--- src/design/wht_pkg.sv ---
`default_nettype none
package wht_pkg;

    typedef enum logic [2:0] {
        CMD_RESET   = 3'd0,
        CMD_PUSH    = 3'd1,
        CMD_DISABLE = 3'd2,
        CMD_HIT     = 3'd3,
        CMD_FIND    = 3'd4
    } t_cmd;

    localparam logic [0:0] CFG_HEADER_MASK   = 1'd0;
    localparam logic [0:0] CFG_DISABLED_MASK = 1'd1;
    localparam logic [7:0] HEADER_MASK_RESET   = 8'd1;
    localparam logic [7:0] DISABLED_MASK_RESET = 8'd2;

    typedef struct packed {
        logic [2:0]         cmd;
        logic [31:0]        widget_id;
        logic signed [15:0] rect_x;
        logic signed [15:0] rect_y;
        logic [14:0]        rect_w;
        logic [14:0]        rect_h;
        logic signed [15:0] point_x;
        logic signed [15:0] point_y;
        logic signed [31:0] entry_value;
        logic [7:0]         entry_flags;
        logic [4:0]         reject_reason;
    } t_in;

    typedef struct packed {
        logic               ok;
        logic [31:0]        found_id;
        logic [5:0]         found_index;
        logic signed [31:0] found_value;
        logic [7:0]         found_flags;
        logic [4:0]         found_reason;
        logic [6:0]         entry_count;
        logic [15:0]        drop_count;
    } t_out;

    // one stored entry
    typedef struct packed {
        logic [31:0]        id;
        logic signed [15:0] x;
        logic signed [15:0] y;
        logic [14:0]        w;
        logic [14:0]        h;
        logic [31:0]        value;
        logic [7:0]         flags;
        logic [4:0]         reason;
    } t_entry;

    // query travelling down the chain
    typedef struct packed {
        logic               hit;      // 1 hit, 0 find
        logic [31:0]        id;
        logic signed [15:0] px;
        logic signed [15:0] py;
        logic [7:0]         skip;
    } t_query;

endpackage
`default_nettype wire

--- src/design/wht_cell.sv ---
`default_nettype none
// one table slot: holds an entry and tests the query passed in from its neighbor
module wht_cell (
    input  wire logic           i_clk,
    input  wire logic           i_load,
    input  wire wht_pkg::t_entry i_load_entry,
    input  wire logic           i_dis,
    input  wire logic [7:0]     i_dis_mask,
    input  wire logic [4:0]     i_dis_reason,
    input  wire logic           i_valid,
    input  wire wht_pkg::t_query i_query,
    output      logic           o_valid,
    output      wht_pkg::t_query o_query,
    output      logic           o_match,
    output      wht_pkg::t_entry o_entry
);
    wht_pkg::t_entry r_entry;
    wht_pkg::t_query r_query;
    logic            r_valid;
    logic signed [16:0] w_xe, w_ye;
    logic            w_in;

    always_ff @(posedge i_clk) begin
        if (i_load) begin
            r_entry <= i_load_entry;
        end else if (i_dis) begin
            r_entry.flags  <= r_entry.flags | i_dis_mask;
            r_entry.reason <= i_dis_reason;
        end
        r_query <= i_query;
        r_valid <= i_valid;
    end

    assign w_xe = 17'(r_entry.x) + $signed({2'b0, r_entry.w});
    assign w_ye = 17'(r_entry.y) + $signed({2'b0, r_entry.h});
    assign w_in = (r_query.px >= r_entry.x) && (17'(r_query.px) < w_xe) &&
                  (r_query.py >= r_entry.y) && (17'(r_query.py) < w_ye);

    assign o_match = r_valid && (r_query.hit ?
        ((r_entry.flags & r_query.skip) == 8'd0 && r_entry.id != 32'd0 && w_in) :
        (r_entry.id == r_query.id));
    assign o_valid = r_valid;
    assign o_query = r_query;
    assign o_entry = r_entry;
endmodule
`default_nettype wire

--- config.mk ---
export PLATFORM = sky130hd
export DESIGN_NAME = wht_cell
export DESIGN_NICKNAME = d
export VERILOG_FILES = /design/src/design/wht_pkg.sv /design/src/design/wht_cell.sv
export SDC_FILE = /design/constraint.sdc
export NUM_CORES = 1
export LEC_CHECK = 0
export BUFFER_PORTS_ARGS = -buffer_cell sky130_fd_sc_hd__buf_2
export CAP_MARGIN = 0
export CORE_AREA = 2 2 173 175
export DETAILED_ROUTE_END_ITERATION = 12
export DIE_AREA = 0 0 175 177
export GPL_TIMING_DRIVEN = 0
export HOLD_SLACK_MARGIN = 0.12
export PLACE_DENSITY_LB_ADDON = 0.2
export REMOVE_ABC_BUFFERS = 1
export SLEW_MARGIN = 0
export SYNTH_ARGS = -nofsm -noshare
export SYNTH_HDL_FRONTEND = slang
export SYNTH_SLANG_ARGS = --single-unit
export TNS_END_PERCENT = 1
--- constraint.sdc ---
create_clock -name i_clk -period 5.4 [get_ports i_clk]
set_input_delay 1.62 -clock i_clk [delete_from_list [all_inputs] [get_ports i_clk]]
set_output_delay 1.62 -clock i_clk [all_outputs]
set_load 0.05 [all_outputs]
==> flow_summary.toml, run 1 <==
[outcome]
outcome = "finished with violations"
violations = "negative setup slack"

[clock_network]
cts_sinks = 213
cts_buffers = 24
clock_latency_ps = 510
clk_pin_slew_worst_paths_ps = 60
cts_tree = "done"
clockRootBuffer = "clkbuf_16"
htree_levels = 1
clockBufferDepth = 3

[yosys]
yosys_warnings = 0
synth_top_family_by_area = "adder cells"
ys_seq_elements = 213
syn_inst = 661
synth_ff_type = "edfxtp_1"
synth_edf_count = 139
netlist_area_um2 = 9060
ys_seq_area_frac = 0.624
synth.avg_cell_area_um2 = 13.7
synth_xor_area_frac = 0.0551
synthMuxAreaShare = 0.00884
synth_compound_area_frac = 0.0889
synthDistinctLibCells = 50
async_flop_share = 0
yosys.area_share.simple = 0.0704
synthAdderAreaFrac = 0.134

[global_routing]
antenna_found_initial = 7
first_global_vias = 7043
grt_pass1_wl_um = 40400
grt_max_degree = 95
track_usage = 0.172
grt-ovfl-total = 0

[worst_setup_path]
crit_cells = 16
ff2ff_setup_slack_ps = 4490
slowest_delay_ps = 490
worstReg2RegEnd = "o_entry[10]"
cp_max_fo = 3
ff2ff_path_depth = 2
startpoint = "o_entry[98]"
cp_slowest_cell = "a2111oi_4"
cp_data_required_time_ps = 3780
cp-endpoint = "o_match"
crit_type = "reg2out"
cp_common_cell = "ha_1"
crit_family = "compound AO/OA/AOI/OAI gates"
start_kind = "flop"
worst-path-buf-inv = 1
arrival_ps = 4780
r2r_start = "o_entry[10]"
cp_cell_sequence = "ha_1, a21oi_1, o21ai_0, a31oi_4, o21ai_2, or4_1, nand3_1, ha_1, a21o_1, a211oi_2, o211ai_1, a2111oi_4, o31ai_4, or4_4, o41ai_2, buf_4"
crit_path_end_kind = "output pin"

[sta]
fmax_ghz = 0.156
worst_pin_slew_ps = 586
skew_ps = 0
final_hold_viol_count = 0
max_slew_margin = 0.605
finalCriticalPeriod_ps = 6400
worst_hold_slack_ps = 652
fin_crit_sh = 1.19
rsz0062_at_grt = "true"
setup_viol = 1
fin_ws_ps = -1000
drv_slew = 0

[place]
placed_cells = 1491
port_buffers = 442
dp_hpwl_um = 22900
place_congestion = 0.839
dp_slack_ps = -1070

[detailed_routing]
drc = 0
vias = 6996
avgViaCountPerCell = 4.53
antenna_left = 0
wl_per_cell_um = 18.1
routed_wl_um = 28000
drt_iter0_drc = 218
first_pass_iters = 4

[floorplan]
fp.dieH_um = 177
coreArea_um2 = 29200
start_util = 0.310
die_x_um = 175
rows = 63
ios = 443
dieArea_um2 = 31000

[cells_and_area]
n_fill_cell = 2834
drive_above_1_share = 0.442
syn_to_final_growth_pct = 40.4
fin_nets = 1458
instances_no_fill = 1543

[min_path]
hold_class = "reg2reg"
hold_path_depth = 2

[power]
power_leakage_nw = 5.83
finalPower_mw = 4.73
powerDensity_nw_per_um2 = 372
ir_drop_mv = 0.261

[job]
drv_cap = 0
[power by group]
group | total, mW | internal (mW) | switching [mW]
Sequential | 1.96 | 1.87 | 0.0904
Clock | 1.62 | 0.982 | 0.636
Combinational | 1.16 | 0.375 | 0.785
[Yosys cell counts (all sizes together), types with 3 or more instances]
cell type | n | share of area
inv | 41 | 0.017
a31oi | 3 | 0.0021
o21a | 3 | 0.0025
dfxtp | 74 | 0.16
nand2b | 7 | 0.0048
a221oi | 4 | 0.0039
edfxtp | 139 | 0.46
nand2 | 31 | 0.013
nand4 | 19 | 0.013
o41ai | 5 | 0.0048
o21bai | 3 | 0.0025
nor2b | 7 | 0.0048
nor4 | 13 | 0.0097
o21ai | 29 | 0.016
mux2 | 5 | 0.0062
nor2 | 21 | 0.0087
xor2 | 27 | 0.026
a211oi | 8 | 0.0077
xnor2 | 30 | 0.029
a21o | 16 | 0.013
nor3 | 7 | 0.0039
ha | 94 | 0.13
a21oi | 34 | 0.019
nand3 | 8 | 0.0044
a2111oi | 3 | 0.0052
clkbuf | 3 | 0.0012
[worst min-delay path: stages, from the launching register on]
cell and delay, ps:
edfxtp_1 370, nor2_1 40, o21ai_0 130
[per-stage QoR]
stage                     utilization  instance area, um^2  TNS, ps
after floorplan                     -                 9050     -395
after global placement          0.402                11700     -997
after detailed placement        0.403                11800    -1070
after CTS                       0.434                12700     -990
after global routing            0.435                12700    -1240
final                           0.435                12700    -1000
[area by class of cell]
cell class,count,area (um^2),share of cell area
flip-flops and latches,213,5660,0.444
multi-input cells,404,3330,0.262
repair buffers,449,2290,0.180
clock buffers,39,739,0.0581
well taps,390,488,0.0384
inverters,41,154,0.0121
clock inverters,5,56.3,0.00443
diodes,2,5.00,0.000393
[routing by layer]
layer	up-vias	global-route usage	wire [um]
met1	3244	0.189	10400
met5	-	0	52
met2	262	0.317	14600
li1	3442	-	-
met4	8	0.0406	529
met3	40	0.0597	2390
[registers in the layout (all words and copies together) (netlist names)]
| signal | flops |
|---|---|
| o_entry | 139 |
| o_query | 73 |
| o_valid | 1 |
[placed cells by master, fill, tap and decap left out, drive strengths merged, types with 2 or more instances in the layout]
master   instances
xor2            27
nand2           31
o2111ai          2
a21o            16
nor2            21
a211oi           8
diode            2
inv             41
or4              2
mux2             5
mux2i            2
buf            449
nand3b           2
dfxtp           74
a221oi           4
clkinv           3
o21a             3
a2111oi          3
fa               2
xnor2           30
a22oi            2
nand2b           7
o211ai           2
nand3            8
ha              94
o21bai           3
and3             2
a31oi            3
a21oi           34
edfxtp         139
o21ai           29
nor3             7
o41ai            5
nor2b            7
nand4           19
clkbuf          39
nor4            13
[worst min path at each step]
stage	startpoint	endpoint	slack, ps
detailed placement	o_entry[5]	o_entry[5]	630
finish	o_entry[7]	o_entry[7]	650
floorplan	o_entry[10]	o_entry[10]	920
CTS	o_entry[5]	o_entry[5]	650
global route	o_entry[5]	o_entry[5]	670
global placement	o_entry[5]	o_entry[5]	630
[logic make-up after synthesis]
| group | after synthesis |
|---|---|
| DFF | 213 |
| and+or+nand+nor | 123 |
| xor gates and xnor gates | 57 |
| buffers and inverters | 44 |
| muxes | 7 |
| adders and majority gates | 96 |
| AOI/OAI and AO/OA | 121 |
[what timing repair did]
action / 4_1_cts / 5_1_grt
setup buffers: 3 / 3
cloned: 0 / 0
hold endpoints to repair: 0 / 0
hold buffers: 0 / 0
gates resized for setup: 18 / 2
pin swaps: 3 / 5
setup endpoints to repair: 1 / 1
Note: power is estimated with default switching activity, not from simulation.
==> run 2: changes to the inputs <==
REMOVE_ABC_BUFFERS = not set   (was 1)
==> run 2 against run 1 <==
Compared with the run above: worst setup slack improved by 51 ps; the flow still finishes with violations (negative setup slack); clock skew did not move; routed wire length rose by 1.7%; power rose by 1.8%; sequential share of layout area fell by 0.052 points; maximum frequency rose by 0.81%; via count rose by 0.31%; largest cell class unchanged.
==> flow_summary.toml, run 2 (same netlist as run 1, synthesis figures left out) <==
[worst_setup_path]
cp_data_required_time_ps = 3780
crit_path_end_kind = "output pin"
start_kind = "flop"
cp_max_fo = 3
crit_type = "reg2out"
arrival_ps = 4730

[power]
p_sw_mw = 1.55
intPower_mw = 3.27
finalPower_mw = 4.82
ir_drop_mv = 0.276
p_sw_frac = 0.321
powerDensity_nw_per_um2 = 378
pwr-share-comb = 0.240
pwr-share-clk = 0.354
seqPwrFrac = 0.406
power_leakage_nw = 5.83

[floorplan]
rows = 63
die_x_um = 175
fp.dieH_um = 177
dieArea_um2 = 31000
start_util = 0.310
ios = 443
coreArea_um2 = 29200

[detailed_routing]
avgViaCountPerCell = 4.55
vias = 7018
antenna_left = 0
routed_wl_um = 28500
wl_per_cell_um = 18.4
drc = 0
first_pass_iters = 4
drt_iter0_drc = 209

[global_routing]
grt_pass1_wl_um = 40900
antenna_found_initial = 9
grt-ovfl-total = 0
first_global_vias = 7035
grt_max_degree = 85
track_usage = 0.175

[job]
drv_cap = 0

[clock_network]
clk_pin_slew_worst_paths_ps = 60
clock_latency_ps = 550
hold_buffers = 0
cts_buffers = 24
htree_levels = 1
cts_tree = "done"
cts_sinks = 213
clockBufferDepth = 3
clockRootBuffer = "clkbuf_16"

[sta]
rsz0062_at_grt = "true"
drv_slew = 0
finalCriticalPeriod_ps = 6350
fin_crit_sh = 1.18
setup_viol = 1
fmax_ghz = 0.157
skew_ps = 0
worst_pin_slew_ps = 628
final_hold_viol_count = 0
max_slew_margin = 0.576
fin_ws_ps = -953
totalNegativeSetupSlack_ps = -953

[outcome]
violations = "negative setup slack"
outcome = "finished with violations"

[cells_and_area]
instances_no_fill = 1544
largest_reg_flops = 139
regArea_um2 = 5660
multi_input_area_um2 = 3330
layout_common_cells = "buf_2, edfxtp_1, ha_1, dfxtp_1, inv_1"
n_fill_cell = 2828
final_common_cell = "buf_2"
fin_nets = 1456
syn_to_final_growth_pct = 40.6
drive_above_1_share = 0.440

[yosys]
synth_nets = 986

[place]
dp_hpwl_um = 23400
placed_cells = 1494
place_congestion = 0.824
port_buffers = 442

[min_path]
hold_class = "reg2reg"
-- run 2: cell type report --
class                      instances  area share
sequential                       213       0.444
multi-input combinational        404       0.262
timing repair buffer             444       0.177
clock buffer                      33      0.0506
tap                              390      0.0383
clock inverter                    11      0.0142
inverter                          41      0.0121
antenna                            5    0.000982
buffer                             3    0.000884
-- run 2: worst paths after layout --
check	start	to	slack, ps	cells past startpoint
worst min register to register	o_entry[5]	o_entry[5]	670	2
worst max register to register	o_entry[7]	o_entry[7]	4500	2
worst max-delay path	o_entry[60]	o_match	-950	19
worst min-delay path	o_entry[5]	o_entry[5]	670	2
-- run 2: power by group through the flow --
stage,clock network [mW],registers (mW),logic [mW]
final,1.71,1.96,1.16
after global routing,1.82,1.97,1.26
after CTS,1.76,1.96,1.16
after detailed placement,0,1.99,1.15
after global placement,0,2.00,1.13
after floorplan,0,2.38,0.403
-- run 2: routing by layer --
layer,share of wire,global-route usage,wire length (um),vias up
met5,0.0019,0,54,-
met4,0.040,0.0736,1140,10
met3,0.090,0.0636,2550,65
met2,0.51,0.313,14600,273
met1,0.36,0.187,10200,3226
li1,-,-,-,3444
-- run 2: worst max-delay path, cell delays in order, from the launching register on --
cell,delay (ps)
edfxtp_1,410
ha_2,230
inv_2,60
fa_2,220
nor2b_2,50
o21ai_2,150
nand2_2,120
a31oi_4,190
o21ai_2,110
or4_1,410
nand3_1,110
ha_1,240
a21o_1,170
a211oi_2,220
o211ai_1,170
a2111oi_2,430
o31ai_2,170
or4_4,480
o41ai_4,70
buf_6,210
-- run 2: repair_timing --
action | CTS | global route
pin swaps | 1 | 0
buffers inserted | 1 | 0
setup endpoints to repair | 1 | 1
resized for setup | 16 | 1
-- run 2: through the flow --
step / setup WS [ps] / utilization / cell area, um^2 / hold slack [ps]
final: -953 / 0.436 / 12700 / 672
after global routing: -1180 / 0.435 / 12700 / 687
after CTS: -1000 / 0.435 / 12700 / 662
after detailed placement: -996 / 0.405 / 11800 / 650
after global placement: -1050 / 0.403 / 11800 / 633
after floorplan: -218 / - / 9100 / 917
==> run 3: changes to the inputs <==
CORE_AREA = 2 2 174 176   (was 2 2 173 175)
DIE_AREA = 0 0 176 178   (was 0 0 175 177)
==> run 3 against run 2 <==
Compared with the run above: the run still ends with negative setup slack left; sequential power is essentially flat; routed wire length grew 0.84%; utilization shrank 0.21 points; worst setup slack lost 35 ps; first-iteration DRC count grew 18%; sequential share of layout area is essentially flat; maximum frequency shrank 0.55%; non-clock buffer count grew 2; clock power shrank 5%; power shrank 1.4%; largest power group unchanged.
==> flow_summary.toml, run 3 (same netlist as run 1, synthesis figures left out) <==
[outcome]
outcome = "finished with violations"
violations = "negative setup slack"

[detailed_routing]
antenna_left = 0
drt_iter0_drc = 247
first_pass_iters = 4
vias = 6987
avgViaCountPerCell = 4.53
drc = 0
wl_per_cell_um = 18.6
routed_wl_um = 28700

[floorplan]
rows = 63
coreArea_um2 = 29400
fp.dieH_um = 178
die_x_um = 176
start_util = 0.308
dieArea_um2 = 31300
ios = 443

[clock_network]
cts_sinks = 213
clock_latency_ps = 530
clockRootBuffer = "clkbuf_16"
cts_tree = "done"
cts_buffers = 24
clk_pin_slew_worst_paths_ps = 60
htree_levels = 1
hold_buffers = 0
clockBufferDepth = 3

[place]
dp_hpwl_um = 23700
dp_slack_ps = -1040
place_congestion = 0.849
port_buffers = 442

[worst_setup_path]
cp_data_required_time_ps = 3780
slowest_delay_ps = 490
arrival_ps = 4770
cp_cell_sequence = "ha_1, a21oi_1, o21ai_0, nor3_1, a211oi_1, o41ai_1, xnor2_1, ha_1, and3_1, nand2_1, o211ai_1, a2111oi_4, o31ai_4, or4_4, o41ai_4, buf_6"
crit_type = "reg2out"
cp_common_cell = "ha_1"
cp_slowest_cell = "a2111oi_4"
crit_path_end_kind = "output pin"
start_kind = "flop"
cp_max_fo = 3

[cells_and_area]
syn_to_final_growth_pct = 40.7
fin_nets = 1458
largest_reg_flops = 139
drive_above_1_share = 0.440
layout_common_cells = "buf_2, edfxtp_1, ha_1, dfxtp_1, inv_1"
final_core_util = 0.434
final_common_cell = "buf_2"

[global_routing]
grt_max_degree = 79
grt-ovfl-total = 0
first_global_vias = 7073
grt_pass1_wl_um = 40900
track_usage = 0.175
antenna_found_initial = 7

[power]
powerDensity_nw_per_um2 = 373
ir_drop_mv = 0.304
power_leakage_nw = 5.83

[sta]
fmax_ghz = 0.157
worst_pin_slew_ps = 576
rsz0062_at_grt = "true"
final_hold_viol_count = 0
totalNegativeSetupSlack_ps = -989
setup_viol = 1
skew_ps = 0
finalCriticalPeriod_ps = 6390
max_slew_margin = 0.611
fin_ws_ps = -989
fin_crit_sh = 1.18
drv_slew = 0

[min_path]
hold_class = "reg2reg"

[yosys]
synth_nets = 986

[job]
drv_cap = 0
==> run 3: cell count changes in the layout (fill, tap and decap cells not counted), moves of 2 or more <==
cell	before	now
buf_4	1	3
clkbuf_1	11	13
diode_2	5	2
clkbuf_8	1	4
bufinv_16	4	2
==> run 3: per-layer routing <==
layer  up-vias  global-route usage  share of wire
li1       3435                   -              -
met1      3203               0.190           0.37
met2       286               0.319           0.51
met3        53              0.0597          0.086
met4        10              0.0565          0.030
met5         -                   0         0.0020
==> run 3: worst paths after layout <==
| kind | slack (ps) | endpoint | start | cells after the start |
|---|---|---|---|---|
| max | -990 | o_match | o_entry[98] | 16 |
| min | 650 | o_entry[11] | o_entry[11] | 2 |
| max reg2reg | 4490 | o_entry[10] | o_entry[10] | 2 |
| min reg2reg | 650 | o_entry[11] | o_entry[11] | 2 |
==> run 3: critical path, delay by kind of cell, from the launching register on <==
family,cells,cell delay (ps)
AO/OA/AOI/OAI,8,1910
XOR/XNOR,1,140
adder cells (fa/ha/maj),2,660
buffers and inverters,1,210
flip-flops,1,450
AND/OR/NAND/NOR,4,860
==> run 3: area by class of cell <==
class                           count  area, um^2
Fill cell                        2819       16700
Clock buffer                       38         693
Timing Repair Buffer              446        2270
Tap cell                          390         488
Sequential cell                   213        5660
Clock inverter                      6         105
Antenna cell                        2        5.00
Inverter                           41         154
Multi-Input combinational cell    404        3360
Buffer                              3        11.3
==> run 3: stage by stage <==
step                hold slack, ps  area [um^2]  std cells  total power [mW]
floorplan                      917         9100        661              2.78
global placement               627        11800       1493              3.13
detailed placement             635        11800       1494              3.14
CTS                            650        12700       1540              4.81
global route                   664        12700       1541              4.99
finish                         646        12700       1543              4.75
==> run 3: power breakdown <==
group / switching (mW) / total, mW / internal [mW]
logic: 0.785 / 1.16 / 0.376
clock network: 0.650 / 1.63 / 0.979
registers: 0.0934 / 1.96 / 1.87
total: 1.53 / 4.75 / 3.22
==> run 3: what timing repair did <==
| action | in CTS | in global routing |
|---|---|---|
| gates resized for setup | 14 | 5 |
| setup endpoints to repair | 1 | 1 |
| pin swaps | 3 | 4 |
| setup buffers | 2 | 1 |
